File: src/rtl/npa_pkg.sv
// ----------------------------------------------------------------------------
// npa_pkg
// Types and constants shared by the number pool allocator.
// ----------------------------------------------------------------------------
package npa_pkg;

  localparam int unsigned PoolSize = 256;
  localparam int unsigned IdW      = 8;
  localparam int unsigned CntW     = 9;

  localparam logic [CntW-1:0] POOL_SIZE = CntW'(PoolSize);
  localparam logic [CntW-1:0] CAP_RESET = CntW'(256);

  // action codes
  localparam logic [1:0] ACT_ALLOC   = 2'd0;
  localparam logic [1:0] ACT_CHECK   = 2'd1;
  localparam logic [1:0] ACT_RELEASE = 2'd2;

  typedef struct packed {
    logic [1:0]     action;
    logic [IdW-1:0] number;
  } npa_req_t;

  typedef struct packed {
    logic           ok;
    logic [IdW-1:0] granted_number;
  } npa_rsp_t;

  typedef enum logic [2:0] {
    ST_CLEAR = 3'b001,
    ST_IDLE  = 3'b010,
    ST_EXEC  = 3'b100
  } npa_state_e;

endpackage

File: src/rtl/npa_ram.sv
// ----------------------------------------------------------------------------
// npa_ram
// Generic simple dual-port RAM: one write port, one read port, registered read.
// ----------------------------------------------------------------------------
module npa_ram #(
  parameter int unsigned WIDTH = 8,
  parameter int unsigned DEPTH = 256
) (
  input  logic                     clk_i,
  input  logic                     we_i,
  input  logic [$clog2(DEPTH)-1:0] waddr_i,
  input  logic [WIDTH-1:0]         wdata_i,
  input  logic [$clog2(DEPTH)-1:0] raddr_i,
  output logic [WIDTH-1:0]         rdata_o
);

  logic [WIDTH-1:0] mem_q [DEPTH];
  logic [WIDTH-1:0] rdata_q;

  always_ff @(posedge clk_i) begin
    if (we_i) begin
      mem_q[waddr_i] <= wdata_i;
    end
    rdata_q <= mem_q[raddr_i];
  end

  assign rdata_o = rdata_q;

endmodule

File: src/rtl/number_pool_allocator_unit.sv
// ----------------------------------------------------------------------------
// number_pool_allocator_unit
// Identifier allocator: free stack plus fresh counter, in-use bitmap in RAM.
// ----------------------------------------------------------------------------
// Usage:
//   Command channel: drive req_i and raise start; the transaction is taken at
//   a rising edge where start is high and busy is low. Actions: allocate,
//   check availability, release.
//   Result channel: rsp_o is shown for one cycle with rsp_valid_o high; it is
//   registered at the end of the execute state that follows the command edge.
//   The receiver cannot stall; the next command may be taken in the cycle the
//   previous result is shown.
//   Flow: no new command is taken while one executes (busy high). The
//   command edge registers the free stack top and bitmap entry reads; the
//   execute state resolves the action and writes both RAMs back.
//   Configuration: cfg_data_i sets the pool capacity (saturates at 256);
//   cfg_ready_o is always high. Write it only while the block is idle.
//   Reset: counters clear at once, then a clearing pass zeroes all 256
//   entries of the in-use bitmap, one entry a cycle, with busy held high.
//   Configuration writes are taken during the pass.
// ----------------------------------------------------------------------------
module number_pool_allocator_unit (
  input  logic              clk_i,
  input  logic              rst_ni,
  input  logic              start,
  output logic              busy,
  input  npa_pkg::npa_req_t req_i,
  output logic              rsp_valid_o,
  output npa_pkg::npa_rsp_t rsp_o,
  input  logic              cfg_valid_i,
  output logic              cfg_ready_o,
  input  logic [8:0]        cfg_data_i
);

  import npa_pkg::*;

  npa_state_e        state_q, state_d;
  logic [IdW-1:0]    clr_q, clr_d;
  logic [CntW-1:0]   cap_q;
  logic [CntW-1:0]   fresh_q, fresh_d;
  logic [CntW-1:0]   free_cnt_q, free_cnt_d;
  npa_req_t          req_q;
  npa_rsp_t          rsp_q, rsp_d;
  logic              rsp_valid_q, rsp_valid_d;

  logic              map_we;
  logic [IdW-1:0]    map_waddr;
  logic              map_wdata;
  logic              map_rdata;
  logic              stk_we;
  logic [IdW-1:0]    stk_waddr;
  logic [IdW-1:0]    stk_raddr;
  logic [IdW-1:0]    stk_rdata;
  logic [CntW-1:0]   cap_eff;
  logic              in_range;
  logic              accept;

  assign accept      = start && (state_q == ST_IDLE);
  assign busy        = (state_q != ST_IDLE);
  assign cfg_ready_o = 1'b1;
  assign cap_eff     = (cap_q > POOL_SIZE) ? POOL_SIZE : cap_q;
  assign in_range    = ({1'b0, req_q.number} < cap_eff);
  assign stk_raddr   = free_cnt_q[IdW-1:0] - IdW'(1);

  npa_ram #(
    .WIDTH (1),
    .DEPTH (PoolSize)
  ) u_map_ram (
    .clk_i   (clk_i),
    .we_i    (map_we),
    .waddr_i (map_waddr),
    .wdata_i (map_wdata),
    .raddr_i (req_i.number),
    .rdata_o (map_rdata)
  );

  npa_ram #(
    .WIDTH (IdW),
    .DEPTH (PoolSize)
  ) u_stack_ram (
    .clk_i   (clk_i),
    .we_i    (stk_we),
    .waddr_i (stk_waddr),
    .wdata_i (req_q.number),
    .raddr_i (stk_raddr),
    .rdata_o (stk_rdata)
  );

  always_comb begin
    state_d     = state_q;
    clr_d       = clr_q;
    fresh_d     = fresh_q;
    free_cnt_d  = free_cnt_q;
    rsp_d       = '0;
    rsp_valid_d = 1'b0;
    map_we      = 1'b0;
    map_waddr   = clr_q;
    map_wdata   = 1'b0;
    stk_we      = 1'b0;
    stk_waddr   = free_cnt_q[IdW-1:0];

    unique case (state_q)
      ST_CLEAR: begin
        map_we = 1'b1;
        clr_d  = clr_q + IdW'(1);
        if (clr_q == '1) begin
          state_d = ST_IDLE;
        end
      end
      ST_IDLE: begin
        if (start) begin
          state_d = ST_EXEC;
        end
      end
      ST_EXEC: begin
        state_d     = ST_IDLE;
        rsp_valid_d = 1'b1;
        case (req_q.action)
          ACT_ALLOC: begin
            if (free_cnt_q != '0) begin
              // pop most recently released id
              map_we               = 1'b1;
              map_waddr            = stk_rdata;
              map_wdata            = 1'b1;
              free_cnt_d           = free_cnt_q - CntW'(1);
              rsp_d.ok             = 1'b1;
              rsp_d.granted_number = stk_rdata;
            end else if (fresh_q < cap_eff) begin
              map_we               = 1'b1;
              map_waddr            = fresh_q[IdW-1:0];
              map_wdata            = 1'b1;
              fresh_d              = fresh_q + CntW'(1);
              rsp_d.ok             = 1'b1;
              rsp_d.granted_number = fresh_q[IdW-1:0];
            end
          end
          ACT_CHECK: begin
            rsp_d.ok = in_range && !map_rdata;
          end
          ACT_RELEASE: begin
            if (in_range && map_rdata) begin
              map_we    = 1'b1;
              map_waddr = req_q.number;
              map_wdata = 1'b0;
              rsp_d.ok  = 1'b1;
              if (free_cnt_q < POOL_SIZE) begin
                stk_we     = 1'b1;
                free_cnt_d = free_cnt_q + CntW'(1);
              end
            end
          end
          default: begin
          end
        endcase
      end
      default: begin
        state_d = ST_CLEAR;
      end
    endcase
  end

  always_ff @(posedge clk_i or negedge rst_ni) begin
    if (!rst_ni) begin
      state_q     <= ST_CLEAR;
      clr_q       <= '0;
      cap_q       <= CAP_RESET;
      fresh_q     <= '0;
      free_cnt_q  <= '0;
      rsp_valid_q <= 1'b0;
    end else begin
      state_q     <= state_d;
      clr_q       <= clr_d;
      fresh_q     <= fresh_d;
      free_cnt_q  <= free_cnt_d;
      rsp_valid_q <= rsp_valid_d;
      if (cfg_valid_i && cfg_ready_o) begin
        cap_q <= cfg_data_i;
      end
    end
  end

  always_ff @(posedge clk_i) begin
    if (accept) begin
      req_q <= req_i;
    end
    rsp_q <= rsp_d;
  end

  assign rsp_valid_o = rsp_valid_q;
  assign rsp_o       = rsp_q;

  // Assertions

  a_exec_gives_result: assert property (@(posedge clk_i) disable iff (!rst_ni)
    (state_q == ST_EXEC) |=> rsp_valid_o)
    else $error("no result after execute cycle");

  a_result_from_exec: assert property (@(posedge clk_i) disable iff (!rst_ni)
    rsp_valid_o |-> $past(state_q == ST_EXEC))
    else $error("result strobe without execute cycle");

  a_refused_zero: assert property (@(posedge clk_i) disable iff (!rst_ni)
    (rsp_valid_o && !rsp_o.ok) |-> (rsp_o.granted_number == '0))
    else $error("refused result carries a number");

  a_free_cnt_bound: assert property (@(posedge clk_i) disable iff (!rst_ni)
    free_cnt_q <= POOL_SIZE)
    else $error("free stack count beyond pool size");

  a_fresh_bound: assert property (@(posedge clk_i) disable iff (!rst_ni)
    fresh_q <= POOL_SIZE)
    else $error("fresh counter beyond pool size");

endmodule

File: config.mk
export PLATFORM = sky130hd
export DESIGN_NAME = number_pool_allocator_unit
export DESIGN_NICKNAME = d
export VERILOG_FILES = /design/src/rtl/npa_pkg.sv /design/src/rtl/npa_ram.sv /design/src/rtl/number_pool_allocator_unit.sv
export SDC_FILE = /design/constraint.sdc
export NUM_CORES = 2
export LEC_CHECK = 0
export ABC_AREA = 1
export BUFFER_PORTS_ARGS = -buffer_cell sky130_fd_sc_hd__buf_4
export CAP_MARGIN = 20
export CORE_MARGIN = 8
export CORE_UTILIZATION = 25
export DETAILED_ROUTE_END_ITERATION = 12
export GPL_TIMING_DRIVEN = 1
export REMOVE_ABC_BUFFERS = 1
export SYNTH_ARGS = -nofsm -noshare
export SYNTH_HDL_FRONTEND = slang
export SYNTH_SLANG_ARGS = --single-unit
File: constraint.sdc
create_clock -name clk_i -period 20.6 [get_ports clk_i]
set_input_delay 1.03 -clock clk_i [delete_from_list [all_inputs] [get_ports clk_i]]
set_output_delay 1.03 -clock clk_i [all_outputs]
set_load 0.02 [all_outputs]
==> impl_metrics.toml <==
[power_and_ir_drop]
p_seq_share_pct = 33.0
p_switching_mw = 6.968
total_power_mw = 16.37
p_comb_share_pct = 40.7
ir_worst_vdd_mv = 0.2657
powerDensity_nw_per_um2 = 147.3
clockPowerShare_pct = 26.3
p_sw_share_pct = 42.58
p_leak_nw = 35.31
p_int_mw = 9.399

[clocking]
post_cts_buffers = 0
root_buffer = "clkbuf_16"
cts_hold_buf = 0
tritoncts = "built"
htreeDepth = 4
numCtsBuffers = 237
ctsResizeCount = 0
cts_sinks = 2371
cts_buffer_depth = 3
path_clk_slew_ns = 0.06
insertion_delay_ns = 0.88

[synth]
syn_inst = 8090
synth-edff-count = 2314
ys.flop_type = "edfxtp_1"
syn_area_per_cell_um2 = 12.10
ys_seq_area_share_pct = 72.32
synthTopCellsByArea = "edfxtp_1 71%, o21ai_0 5.9%, nor2_1 5.8%"
netlist_area_um2 = 97930
yosysWarnings = 0
async_reset_ff_share_pct = 1.645
yosys.cell_types.count = 49
synth_seq_cells = 2371
synth_area_leader_cell = "edfxtp_1"
synth_top_cell_area_share_pct = 70.96

[detailed_routing]
wirelength_um = 275000
wl_per_cell_um = 20.64
detail-route-antenna-nets = 0
firstDrtPassIters = 6
route.detailed.drc = 0
via_count = 64400
drt_iter0_drc = 7988
vias_per_cell = 4.833

[critical_path]
crit_fanout = 138
slowest_stage = "buf_4"
worstPathArrival_ns = 7.24
crit_start = "free_cnt_q[0]"
crit_cells = 16
r2r_cells = 16
worst_ep_required_time_ns = 21.40
critPathMaxStageDelay_ns = 0.84
r2r-start = "free_cnt_q[0]"
cp_num_buf_inv = 5
cp_top_family = "buffers and inverters"
start_kind = "flip-flop"
end_kind = "flip-flop"
crit_type = "reg -> reg"
crit_chain = "inv_8 > ha_4 > inv_8 > buf_4 > buf_4 > buf_4 > o21ai_0 > o22ai_1 > nand2_1 > nand3_1 > nand3_1 > nand3_1 > nand3_1 > nand2_1 > nand2_1 > nand2_1"

[sta]
slew_violations = 0
fmax_mhz = 155.3
final_hold_viol_count = 0
rsz0062_at_grt = "no"
relSlewSlack_pct = 22.80
finalSetupViolCount = 0
final.period_utilization_pct = 31.26
period_needed_ns = 6.440
skew_ns = 0.06005
finalSetupTns_ns = 0
worst_pin_slew_ns = 1.158

[grt]
grt_pass1_vias = 60950
grt_max_degree = 224
antenna_found_initial = 14
grt_pass1_wl_um = 404900
gr-total-overflow = 0
track_usage_pct = 12.60

[floorplan]
ios = 35
fp.coreArea_um2 = 391100
row_count = 230
initial_utilization_pct = 25.04
die_w_um = 641.9
die_height_um = 641.9
die_area_um2 = 412000

[placement]
port_buffers = 33
gp_congestion = 0.8131
place.detailed.hpwl_um = 149400

[job]
maxCapViolCount = 0

[layout]
area_delta_synth_final_pct = 13.47
finalCoreUtilization_pct = 28.41
drive_gt1_share_pct = 9.091
fin_nets = 7951
n_fill_cell = 39740

[worst_hold_path]
worstHoldPathType = "in -> async"

[status]
outcome = "completed"
## final cells by class
| type | count | area [um2] | area share [%] |
|---|---|---|---|
| Antenna cell | 8 | 20.02 | 0.01802 |
| Clock buffer | 299 | 6257 | 5.631 |
| Clock inverter | 138 | 1451 | 1.306 |
| Inverter | 112 | 451.7 | 0.4065 |
| Multi-Input combinational cell | 5031 | 24310 | 21.87 |
| Sequential cell | 2371 | 70830 | 63.74 |
| Tap cell | 5220 | 6531 | 5.878 |
| Timing Repair Buffer | 145 | 1271 | 1.144 |
## Yosys cell counts, types with 21 or more instances
master / instances
edfxtp_1: 2314
nor2_1: 1506
o21ai_0: 1150
nand2_1: 829
nand3_1: 619
o22ai_1: 558
clkbuf_1: 459
nor2_2: 142
inv_1: 101
buf_2: 42
dfrtp_1: 37
buf_1: 34
a21oi_1: 33
buf_6: 31
ha_1: 29
nor3_1: 28
xor2_1: 21
## logic make-up after synthesis
kind of cell / after synthesis / synth area share, %
simple gates: 3215 / 14.27
flops: 2371 / 72.32
compound gates: 1751 / 9.694
buf+inv: 688 / 2.991
fa+ha+maj: 30 / 0.3910
xor+xnor: 27 / 0.2415
mux: 7 / 0.08050
other cells: 1 / 0.003829
## metal layers
metal  share of wire, %  up-vias  track usage (%)
met5              0.014        -                0
met3                8.0      445            2.088
met2                 46     2798            19.85
met1                 43    32190            17.60
met4                3.1        6            4.278
li1                   -    28960                -
## flip-flops by register name, indices dropped and copies added, names as in the netlist
| signal | cells |
|---|---|
| cap_q | 9 |
| clr_q | 8 |
| free_cnt_q | 9 |
| fresh_q | 9 |
| req_q | 10 |
| rsp_o | 9 |
| rsp_valid_o | 1 |
| state_q | 3 |
| u_map_ram.mem_q | 256 |
| u_map_ram.rdata_o | 1 |
| u_stack_ram.mem_q | 2048 |
| u_stack_ram.rdata_o | 8 |
## stage by stage
stage          instances  area, um2  hold slack [ns]  setup WS, ns
5_1_grt            13320     111100           0.1805         13.90
4_1_cts            13310     111100           0.1414         14.30
3_3_place_gp       12880     103300           0.4680         14.33
3_5_place_dp       12880     103300           0.4703         14.30
6_report           13320     111100           0.1702         14.16
2_1_floorplan       7514      95420           0.4493        -66.20
## worst paths after layout
kind	end	slack, ns
min reg2reg	fresh_q[8]	0.47
min in group clk_i	cap_q[3]	0.40
max	u_stack_ram.rdata_o[0]	14.16
max reg2reg	u_stack_ram.rdata_o[0]	14.16
max in group asynchronous	free_cnt_q[0]	19.92
min	cap_q[1]	0.17
## power by group through the flow
stage,Sequential [mW],Clock [mW],Combinational (mW)
after floorplan,5.59,0,4.10
after global placement,5.50,0,6.55
after detailed placement,5.50,0,6.55
after CTS,5.40,4.36,6.57
after global routing,5.40,4.54,7.11
final,5.40,4.31,6.66
## cells in the final DEF, fill, tap and decap left out, types with 95 or more instances in the layout
cell       netlist  final
o22ai_1        558    558
clkbuf_16        0    240
inv_1          101     95
nor2_2         142    142
o21ai_0       1150   1150
nor2_1        1506   1505
buf_4            6    131
edfxtp_1      2314   2314
nand3_1        619    612
nand2_1        829    826
No activity file was read; power rests on OpenSTA's default activity.
